$ cat src/design/bthalloc_pkg.sv
package bthalloc_pkg;

  // Operation codes carried in tuser.
  localparam logic [1:0] OP_INIT   = 2'd0;
  localparam logic [1:0] OP_ALLOC  = 2'd1;
  localparam logic [1:0] OP_FREE   = 2'd2;
  localparam logic [1:0] OP_UNUSED = 2'd3;

  // Result status codes.
  localparam logic [1:0] STAT_OK   = 2'd0;
  localparam logic [1:0] STAT_ZERO = 2'd1;
  localparam logic [1:0] STAT_EXH  = 2'd2;
  localparam logic [1:0] STAT_NULL = 2'd3;

  // Configuration register indexes.
  localparam logic [1:0] CFG_FIT_POLICY = 2'd0;
  localparam logic [1:0] CFG_INIT_CHUNK = 2'd1;

  typedef enum logic [5:0] {
    ST_IDLE, ST_DISPATCH,
    ST_I_W0, ST_I_W4, ST_I_W8, ST_I_W12, ST_I_CHK,
    ST_G_CHK, ST_G_W1, ST_G_W2, ST_G_W3,
    ST_M_R1, ST_M_R2, ST_M_R3, ST_M_R4, ST_M_R5, ST_M_DEC,
    ST_M_PA1, ST_M_PA2, ST_M_NA1, ST_M_NA2, ST_M_N1, ST_M_N2, ST_M_N3,
    ST_M_ROV, ST_M_END,
    ST_S_START, ST_S_CHK, ST_S_EVAL, ST_S_EXIT, ST_S_FAIL,
    ST_P_RD, ST_P_DEC, ST_P_SEL, ST_P_S1, ST_P_S2, ST_P_S3, ST_P_S4,
    ST_P_N1, ST_P_N2, ST_P_DONE,
    ST_F_RD, ST_F_W1, ST_F_W2,
    ST_FINISH
  } state_e;

  typedef enum logic [5:0] {
    C_NOP, C_ACCEPT, C_DISPATCH,
    C_I_W0, C_I_W4, C_I_W8, C_I_W12, C_I_CHK,
    C_G_CHK, C_G_W1, C_G_W2, C_G_W3,
    C_M_R1, C_M_R2, C_M_R3, C_M_R4, C_M_R5, C_M_DEC,
    C_M_PA1, C_M_PA2, C_M_NA1, C_M_NA2, C_M_N1, C_M_N2, C_M_N3,
    C_M_ROV,
    C_S_START, C_S_CHK, C_S_EVAL, C_S_EXIT, C_S_FAIL,
    C_P_RD, C_P_DEC, C_P_S1, C_P_S2, C_P_S3, C_P_S4,
    C_P_N1, C_P_N2, C_P_DONE,
    C_F_RD, C_F_W1, C_F_W2,
    C_FINISH
  } cmd_e;

  typedef struct packed {
    logic [1:0] op;
    logic       req_zero;
    logic       top_zero;
    logic       free_ok;
    logic       chunk_zero;
    logic       grow_ovf;
    logic       cur_ok;
    logic       wrap_ok;
    logic       rd_zero;
    logic       rd_fit;
    logic       rd_alloc;
    logic       pa;
    logic       split_ok;
    logic       out_busy;
  } dp_status_t;

endpackage

$ cat src/design/bthalloc_ctrl.sv
module bthalloc_ctrl
  import bthalloc_pkg::*;
(
  input  logic       clk_i,
  input  logic       rst_ni,
  input  logic       in_valid_i,
  output logic       in_ready_o,
  input  dp_status_t st_i,
  output cmd_e       cmd_o
);

  state_e state_q, state_d;

  always_ff @(posedge clk_i or negedge rst_ni) begin
    if (!rst_ni) begin
      state_q <= ST_IDLE;
    end else begin
      state_q <= state_d;
    end
  end

  // Next state.
  always_comb begin
    state_d = state_q;
    case (state_q)
      ST_IDLE:     if (in_valid_i) state_d = ST_DISPATCH;
      ST_DISPATCH: begin
        case (st_i.op)
          OP_INIT:  state_d = ST_I_W0;
          OP_ALLOC: state_d = (st_i.req_zero || st_i.top_zero) ? ST_FINISH : ST_S_START;
          OP_FREE:  state_d = st_i.free_ok ? ST_F_RD : ST_FINISH;
          default:  state_d = ST_FINISH;
        endcase
      end
      ST_I_W0:  state_d = ST_I_W4;
      ST_I_W4:  state_d = ST_I_W8;
      ST_I_W8:  state_d = ST_I_W12;
      ST_I_W12: state_d = ST_I_CHK;
      ST_I_CHK: state_d = st_i.chunk_zero ? ST_FINISH : ST_G_CHK;
      ST_G_CHK: state_d = st_i.grow_ovf ? ST_FINISH : ST_G_W1;
      ST_G_W1:  state_d = ST_G_W2;
      ST_G_W2:  state_d = ST_G_W3;
      ST_G_W3:  state_d = ST_M_R1;
      ST_M_R1:  state_d = ST_M_R2;
      ST_M_R2:  state_d = ST_M_R3;
      ST_M_R3:  state_d = ST_M_R4;
      ST_M_R4:  state_d = ST_M_R5;
      ST_M_R5:  state_d = ST_M_DEC;
      ST_M_DEC: begin
        if (st_i.pa && st_i.rd_alloc) state_d = ST_M_END;
        else if (st_i.pa)             state_d = ST_M_PA1;
        else if (st_i.rd_alloc)       state_d = ST_M_NA1;
        else                          state_d = ST_M_N1;
      end
      ST_M_PA1: state_d = ST_M_PA2;
      ST_M_PA2: state_d = ST_M_ROV;
      ST_M_NA1: state_d = ST_M_NA2;
      ST_M_NA2: state_d = ST_M_ROV;
      ST_M_N1:  state_d = ST_M_N2;
      ST_M_N2:  state_d = ST_M_N3;
      ST_M_N3:  state_d = ST_M_ROV;
      ST_M_ROV: state_d = ST_M_END;
      ST_M_END: state_d = (st_i.op == OP_ALLOC) ? ST_P_RD : ST_FINISH;
      ST_S_START: state_d = ST_S_CHK;
      ST_S_CHK:   state_d = st_i.cur_ok ? ST_S_EVAL : ST_S_EXIT;
      ST_S_EVAL: begin
        if (st_i.rd_zero)     state_d = ST_S_EXIT;
        else if (st_i.rd_fit) state_d = ST_P_RD;
        else                  state_d = ST_S_CHK;
      end
      ST_S_EXIT: state_d = st_i.wrap_ok ? ST_S_CHK : ST_S_FAIL;
      ST_S_FAIL: state_d = ST_G_CHK;
      ST_P_RD:   state_d = ST_P_DEC;
      ST_P_DEC:  state_d = ST_P_SEL;
      ST_P_SEL:  state_d = st_i.split_ok ? ST_P_S1 : ST_P_N1;
      ST_P_S1:   state_d = ST_P_S2;
      ST_P_S2:   state_d = ST_P_S3;
      ST_P_S3:   state_d = ST_P_S4;
      ST_P_S4:   state_d = ST_P_DONE;
      ST_P_N1:   state_d = ST_P_N2;
      ST_P_N2:   state_d = ST_P_DONE;
      ST_P_DONE: state_d = ST_FINISH;
      ST_F_RD:   state_d = ST_F_W1;
      ST_F_W1:   state_d = ST_F_W2;
      ST_F_W2:   state_d = ST_M_R1;
      ST_FINISH: if (!st_i.out_busy) state_d = ST_IDLE;
      default:   state_d = ST_IDLE;
    endcase
  end

  // Commands to the datapath.
  always_comb begin
    cmd_o = C_NOP;
    case (state_q)
      ST_IDLE:     cmd_o = in_valid_i ? C_ACCEPT : C_NOP;
      ST_DISPATCH: cmd_o = C_DISPATCH;
      ST_I_W0:     cmd_o = C_I_W0;
      ST_I_W4:     cmd_o = C_I_W4;
      ST_I_W8:     cmd_o = C_I_W8;
      ST_I_W12:    cmd_o = C_I_W12;
      ST_I_CHK:    cmd_o = C_I_CHK;
      ST_G_CHK:    cmd_o = C_G_CHK;
      ST_G_W1:     cmd_o = C_G_W1;
      ST_G_W2:     cmd_o = C_G_W2;
      ST_G_W3:     cmd_o = C_G_W3;
      ST_M_R1:     cmd_o = C_M_R1;
      ST_M_R2:     cmd_o = C_M_R2;
      ST_M_R3:     cmd_o = C_M_R3;
      ST_M_R4:     cmd_o = C_M_R4;
      ST_M_R5:     cmd_o = C_M_R5;
      ST_M_DEC:    cmd_o = C_M_DEC;
      ST_M_PA1:    cmd_o = C_M_PA1;
      ST_M_PA2:    cmd_o = C_M_PA2;
      ST_M_NA1:    cmd_o = C_M_NA1;
      ST_M_NA2:    cmd_o = C_M_NA2;
      ST_M_N1:     cmd_o = C_M_N1;
      ST_M_N2:     cmd_o = C_M_N2;
      ST_M_N3:     cmd_o = C_M_N3;
      ST_M_ROV:    cmd_o = C_M_ROV;
      ST_S_START:  cmd_o = C_S_START;
      ST_S_CHK:    cmd_o = C_S_CHK;
      ST_S_EVAL:   cmd_o = C_S_EVAL;
      ST_S_EXIT:   cmd_o = C_S_EXIT;
      ST_S_FAIL:   cmd_o = C_S_FAIL;
      ST_P_RD:     cmd_o = C_P_RD;
      ST_P_DEC:    cmd_o = C_P_DEC;
      ST_P_S1:     cmd_o = C_P_S1;
      ST_P_S2:     cmd_o = C_P_S2;
      ST_P_S3:     cmd_o = C_P_S3;
      ST_P_S4:     cmd_o = C_P_S4;
      ST_P_N1:     cmd_o = C_P_N1;
      ST_P_N2:     cmd_o = C_P_N2;
      ST_P_DONE:   cmd_o = C_P_DONE;
      ST_F_RD:     cmd_o = C_F_RD;
      ST_F_W1:     cmd_o = C_F_W1;
      ST_F_W2:     cmd_o = C_F_W2;
      ST_FINISH:   cmd_o = C_FINISH;
      default:     cmd_o = C_NOP;
    endcase
  end

  assign in_ready_o = (state_q == ST_IDLE);

`ifndef SYNTHESIS
  a_accept: assert property (@(posedge clk_i) disable iff (!rst_ni)
    (state_q == ST_IDLE && in_valid_i) |=> state_q == ST_DISPATCH)
    else $error("accepted item did not reach dispatch");
  a_finish: assert property (@(posedge clk_i) disable iff (!rst_ni)
    (state_q == ST_FINISH && !st_i.out_busy) |=> state_q == ST_IDLE)
    else $error("finished item did not release the controller");
  a_fit: assert property (@(posedge clk_i) disable iff (!rst_ni)
    (state_q == ST_S_EVAL && !st_i.rd_zero && st_i.rd_fit) |=> state_q == ST_P_RD)
    else $error("fitting block was not placed");
`endif

endmodule

$ cat config.mk
export PLATFORM = sky130hd
export DESIGN_NAME = bthalloc_ctrl
export DESIGN_NICKNAME = d
export VERILOG_FILES = /design/src/design/bthalloc_pkg.sv /design/src/design/bthalloc_ctrl.sv
export SDC_FILE = /design/constraint.sdc
export NUM_CORES = 1
export LEC_CHECK = 0
export BUFFER_PORTS_ARGS = -buffer_cell sky130_fd_sc_hd__buf_2
export CORE_UTILIZATION = 45
export CTS_CLUSTER_DIAMETER = 30
export DETAILED_ROUTE_END_ITERATION = 6
export PLACE_DENSITY = 0.73
export SYNTH_ARGS = -nofsm -noshare
export SYNTH_HDL_FRONTEND = slang
export SYNTH_SLANG_ARGS = --single-unit
$ cat constraint.sdc
create_clock -name clk_i -period 2.3 [get_ports clk_i]
set_clock_uncertainty 0.15 [all_clocks]
set_input_delay 0 -clock clk_i [delete_from_list [all_inputs] [get_ports clk_i]]
set_output_delay 0 -clock clk_i [all_outputs]
set_load 0.005 [all_outputs]
==> out/summary.txt, run 1 <==
Core Rows: 19
CTS tree: yes
Fmax: 463 MHz
Largest register by flop count: state_q
Top post-synthesis cells by area: dfrtp_1 (11%), nand2_1 (6.3%), a21oi_1 (5.7%)
Synth unique cells: 57
Vias: 1,689
Unrepaired setup endpoints after global routing: false
Clk_lat worst skew: 270 ps
Commonest cells after routing, fill and taps aside: buf_2 (24), nand2_1 (22), buf_4 (16)
WHS: -12.8 ps
Type of the worst setup path: register to output port
GPL Wtd Cong: 0.940
Worst VDD drop: 780 µV
Slowest CP cell: dfrtp_2
Worst-case clock buffer depth: 2
Ys flop type: dfrtp_1
NumNets Final: 244
Avg WL per Cell: 17.1 µm
GRT Util Overall: 0.284
Via density: 6.62
Detailed placer's ending HPWL: 3070 µm
Max FFs per register: 6
Dpl ws: 201 ps
H-tree depth: 1
Post-synth top area cell: dfrtp_1
Worst EP arrival: 2010 ps
GRT Residual Overflow: 0
Slew Viols, Final: 0
Die width: 56.1 µm
Yosys reg bits: 6
Crit Path Max Fanout: 19
Largest registers: state_q x6
Hold Startpoint: st_i[5]
P_leak: 0.595 nW
Post-synth top area share: 0.114
Core box area: 2760 µm²
Global-route wire length before repair: 7050 µm
DRT Wirelength: 4360 µm
Cell area after synthesis: 1320 µm²
Max Cap Violations: 0
Hold endpoint: state_q[1]
Worst-Margin Slew: 514 ps
Most frequent cell on the critical path: buf_4
CTS root buf: clkbuf_4
Number of global-route vias before repair: 1,482
Initial antenna violation count: 0
Fin crit period: 2160 ps
Syn avg cell area: 6.72 µm²
CP Launch Type: register
Critical path cell sequence: buf_4, buf_4, nand2_1, o211ai_1, o21ai_0, o31a_1, o2111ai_1, buf_2
Port bufs: 24
Post-synth EDFFs: 0
PD cells: 1490 nW/µm²
Die height: 56.1 µm
Area Growth Syn to Fin: 20.2%
Setup TNS Final: 0 ps
Post-CTS Setup Inserts: 0
Total CTS buffers: 3
Clk sinks: 6
Worst R2R Setup Slack: 200 ps
RR Endpoint: state_q[2]
R2r worst-path depth: 5
Final hold vios: 2
WHS Path Cells: 3
Fraction of registers with async set/reset: 1.00
First-pass DRT Iterations: 5
Die area: 3150 µm²
Fillcell total: 280
Synthesized Nets: 214
Status: finished, violations left
DRC: 0
Yosys warnings: 0
Kind of end point of the critical path: output port
Pin count of the biggest net entering global routing: 20
Post-route ant nets: 0
DRT iter0 DRCs: 115
Final period utilization: 0.939
Cells after synthesis: 196
Crit path largest cell delay: 540 ps
Worst Hold Class: input pin to register
Most common cell after layout, fill and taps aside: buf_2
Top Ports: 25
Initial cell density of the core: 0.478
Failing checks: negative hold slack
Slew margin rel.: 0.653
Setup violators final: 0
Seq/Total Area, Yosys: 0.114
# diodes: 0
Worst Path Required: 2150 ps
CTS clk-pin slew, worst paths: 60 ps
Share of layout cells above drive strength 1: 0.254
Post-route worst setup slack: 141 ps
Reg-to-reg critical path startpoint: state_q[0]
## where the power goes
part | internal, mW | switching [mW]
clock | 0.0601 | 0.0534
combinational | 0.837 | 1.03
sequential | 0.170 | 0.207
total | 1.07 | 1.29
## synthesized netlist by cell type, types with 3 or more instances
cell,instances
nand2b_1,6
nor2b_1,11
nor2_1,13
inv_1,4
a32oi_1,6
a22oi_1,3
buf_2,12
o21ai_0,11
o2111ai_1,4
a211oi_1,4
o22ai_1,7
xnor2_1,4
a21oi_1,15
nand2_1,22
nor3_1,7
a2bb2oi_1,3
dfrtp_1,6
nand3_1,6
a31oi_1,3
clkbuf_1,5
## what timing repair did
item                                    in CTS  in global routing
endpoints found under the setup margin       0                  3
hold endpoints to repair                     9                  0
gates resized for setup                      0                  7
hold buffers                                 6                  0
## critical path, delay by kind of cell (launching register included)
| family | cells | cell delay, ps |
|---|---|---|
| compound gates | 4 | 640 |
| flops | 1 | 540 |
| buf+inv | 3 | 500 |
| simple gates | 1 | 60 |
## cells by family (layout without fill, tap and decap cells)
group	count (synthesis)	after routing	share of synthesized area
muxes	2	2	0.0161
DFF	6	6	0.114
xor gates and xnor gates	4	4	0.0266
AOI/OAI and AO/OA	76	76	0.408
buffers and inverters	26	54	0.0969
and+or+nand+nor	82	82	0.338
## final cells by class
class / instances / area, µm² / share of cell area
clock buffer: 3 / 22.5 / 0.0142
inverter: 5 / 18.8 / 0.0118
multi-input combinational: 164 / 1050 / 0.661
sequential: 6 / 156 / 0.0987
tap: 31 / 38.8 / 0.0245
timing repair buffer: 46 / 300 / 0.190
## stage by stage
step                utilization  cells  total power [mW]  cell area, µm²
CTS                       0.569    255              2.27            1570
global route              0.574    255              2.53            1580
global placement          0.539    246              2.14            1490
finish                    0.574    255              2.36            1580
detailed placement        0.539    246              2.14            1490
floorplan                     -    196              1.65            1320
## metal layers
metal | share of wire | wire [µm] | up-vias | track usage
li1 | - | - | 808 | -
met1 | 0.41 | 1810 | 758 | 0.376
met2 | 0.46 | 2010 | 110 | 0.437
met3 | 0.10 | 439 | 13 | 0.0674
met4 | 0.024 | 106 | 0 | 0.125
met5 | 0 | 0 | - | 0
## worst max path at each step
stage / cells past startpoint / slack (ps) / to / startpoint
5_1_grt: 8 / 20 / cmd_o[0] / state_q[4]
2_1_floorplan: 6 / 590 / state_q[2] / state_q[3]
3_3_place_gp: 5 / 220 / state_q[0] / state_q[5]
6_report: 8 / 140 / cmd_o[0] / state_q[4]
4_1_cts: 7 / 8 / cmd_o[0] / state_q[4]
3_5_place_dp: 5 / 200 / state_q[0] / state_q[5]
(Power assumes the default switching activity.)
==> run 2, diff against run 1 <==
--- a/config.mk
+++ b/config.mk
@@ -6,10 +6,11 @@
 export NUM_CORES = 1
 export LEC_CHECK = 0
 export BUFFER_PORTS_ARGS = -buffer_cell sky130_fd_sc_hd__buf_2
-export CORE_UTILIZATION = 45
+export CORE_MARGIN = 4
+export CORE_UTILIZATION = 56
 export CTS_CLUSTER_DIAMETER = 30
 export DETAILED_ROUTE_END_ITERATION = 6
-export PLACE_DENSITY = 0.73
+export PLACE_DENSITY = 0.87
 export SYNTH_ARGS = -nofsm -noshare
 export SYNTH_HDL_FRONTEND = slang
 export SYNTH_SLANG_ARGS = --single-unit
==> out/summary.txt, run 2 (same netlist as run 1, synthesis figures left out) <==
NumNets Final: 248 (+1.6%)
Number of global-route vias before repair: 1,585 (+7.0%)
Via density: 6.85 (+3.4%)
Worst Path Required: 2150 ps (about the same)
Crit Path Max Fanout: 13 (-6)
Die width: 56.5 µm (+0.70%)
Detailed placer's ending HPWL: 3230 µm (+5.2%)
H-tree depth: 1 (unchanged)
Worst Hold Class: input pin to register
Reg-to-reg critical path startpoint: state_q[5]
Vias: 1,754 (+3.8%)
Multi-input gate area: 1040 µm² (-0.72%)
Total CTS buffers: 3 (unchanged)
Fillcell total: 197 (-30%)
Largest registers: state_q x6
Worst-case clock buffer depth: 2 (unchanged)
Pin count of the biggest net entering global routing: 32 (+60%)
# placed instances: 245 (-0.41%)
Slew Viols, Final: 0 (unchanged)
CP startpoint: state_q[3]
Worst EP arrival: 2130 ps (+120 ps)
Initial cell density of the core: 0.590 (+0.112)
Worst-Margin Slew: 470 ps (-43.6 ps)
PD cells: 1510 nW/µm² (+1.3%)
DP Area: 1510 µm² (+1.6%)
DRT iter0 DRCs: 168 (+46%)
Port bufs: 24 (unchanged)
Max FFs per register: 6 (unchanged)
Type of the worst setup path: register to output port
Avg WL per Cell: 17.9 µm (+4.9%)
Final Util: 0.723 (+0.148)
Post-CTS Setup Inserts: 0 (unchanged)
Final period utilization: 0.991 (+0.0520)
Top Ports: 25 (unchanged)
Post-route ant nets: 0 (unchanged)
Core box area: 2230 µm² (-19%)
CTS tree: yes
Unrepaired setup endpoints after global routing: false
Area Growth Syn to Fin: 22.5%
Kind of end point of the critical path: output port
Global-route wire length before repair: 7700 µm (+9.2%)
Reg area: 150 µm² (-4.0%)
Critical path cell sequence: buf_4, or2b_1, o22ai_1, nand2_1, o31a_1, o2111ai_1, buf_2
P_leak: 0.623 nW (+4.7%)
Post-route cell area: 1610 µm² (+1.9%)
Commonest cells after routing, fill and taps aside: buf_2 (24), nand2_1 (22), buf_4 (17)
CP Launch Type: register
Share of layout cells above drive strength 1: 0.228 (-0.0264)
Largest register by flop count: state_q
DRC: 0 (unchanged)
Hold Startpoint: st_i[11]
Worst VDD drop: 790 µV (+1.4%)
Slowest CP cell: dfrtp_1
Fin crit period: 2280 ps (+120 ps)
Fin cells: 256 (+0.39%)
Die area: 3190 µm² (+1.4%)
Die height: 56.5 µm (+0.70%)
Clk sinks: 6 (unchanged)
First-pass DRT Iterations: 7 (+2)
Core Rows: 17 (-2)
# diodes: 0 (unchanged)
CTS clk-pin slew, worst paths: 60 ps (about the same)
DRT Wirelength: 4590 µm (+5.3%)
Most common cell after layout, fill and taps aside: buf_2
Delay-heaviest family, CP: flip-flops
Crit path largest cell delay: 620 ps (+80 ps)
Setup violators final: 0 (unchanged)
Setup TNS Final: 0 ps (unchanged)
Clk_lat worst skew: 270 ps (about the same)
Max Cap Violations: 0 (unchanged)
Initial antenna violation count: 0 (unchanged)
GRT Residual Overflow: 0 (unchanged)
GRT Util Overall: 0.302 (+0.0182)
GPL Wtd Cong: 1.04 (+10%)
Final hold vios: 0 (-2)
Fmax: 439 MHz (-5.3%)
Buffer and inverter count on the worst path: 2 (-1)
Slew margin rel.: 0.686 (+0.0333)
CTS root buf: clkbuf_4
Status: completed
run 2: layout make-up:
class	instances	area share
timing repair buffer	50	0.216
clock buffer	3	0.0140
inverter	5	0.0116
sequential	6	0.0930
multi-input combinational	164	0.644
tap	28	0.0217
run 2: worst reg2reg max path: cells and delay by family (launching register included):
family | cells | cell delay [ps]
and+or+nand+nor | 3 | 560
buffers and inverters | 1 | 220
DFF | 1 | 490
AOI/OAI and AO/OA | 2 | 470
run 2: final timing paths:
check	to	slack [ps]	cells after the start
max	cmd_o[0]	20	7
min	state_q[4]	2	4
min reg2reg	state_q[3]	500	1
max reg2reg	state_q[2]	280	6
max in group asynchronous	state_q[4]	1170	3
min in group asynchronous	state_q[2]	560	3
run 2: what timing repair did:
action,CTS,global route
hold buffers,8,0
hold endpoints to repair,10,0
endpoints found under the setup margin,0,1
gates resized for setup,0,1
run 2: power breakdown:
group / internal, mW / total [mW] / switching [mW]
logic: 0.874 / 2.02 / 1.14
clock network: 0.0605 / 0.121 / 0.0602
registers: 0.162 / 0.297 / 0.135
run 2: per-stage QoR:
step	worst slack [ps]	hold slack [ps]	power (mW)
4_1_cts	160	6.33	2.35
3_5_place_dp	343	-304	2.22
2_1_floorplan	586	-446	1.65
3_3_place_gp	331	-305	2.21
5_1_grt	23.3	44.5	2.61
6_report	21.2	2.19	2.43
run 2: routing by layer:
layer  routed length [µm]  global-route usage  vias to the layer above
li1                     -                   -                      815
met1                 1780               0.408                      767
met2                 2090               0.472                      155
met3                  576              0.0460                       17
met4                  143               0.129                        0
met5                    0                   0                        -
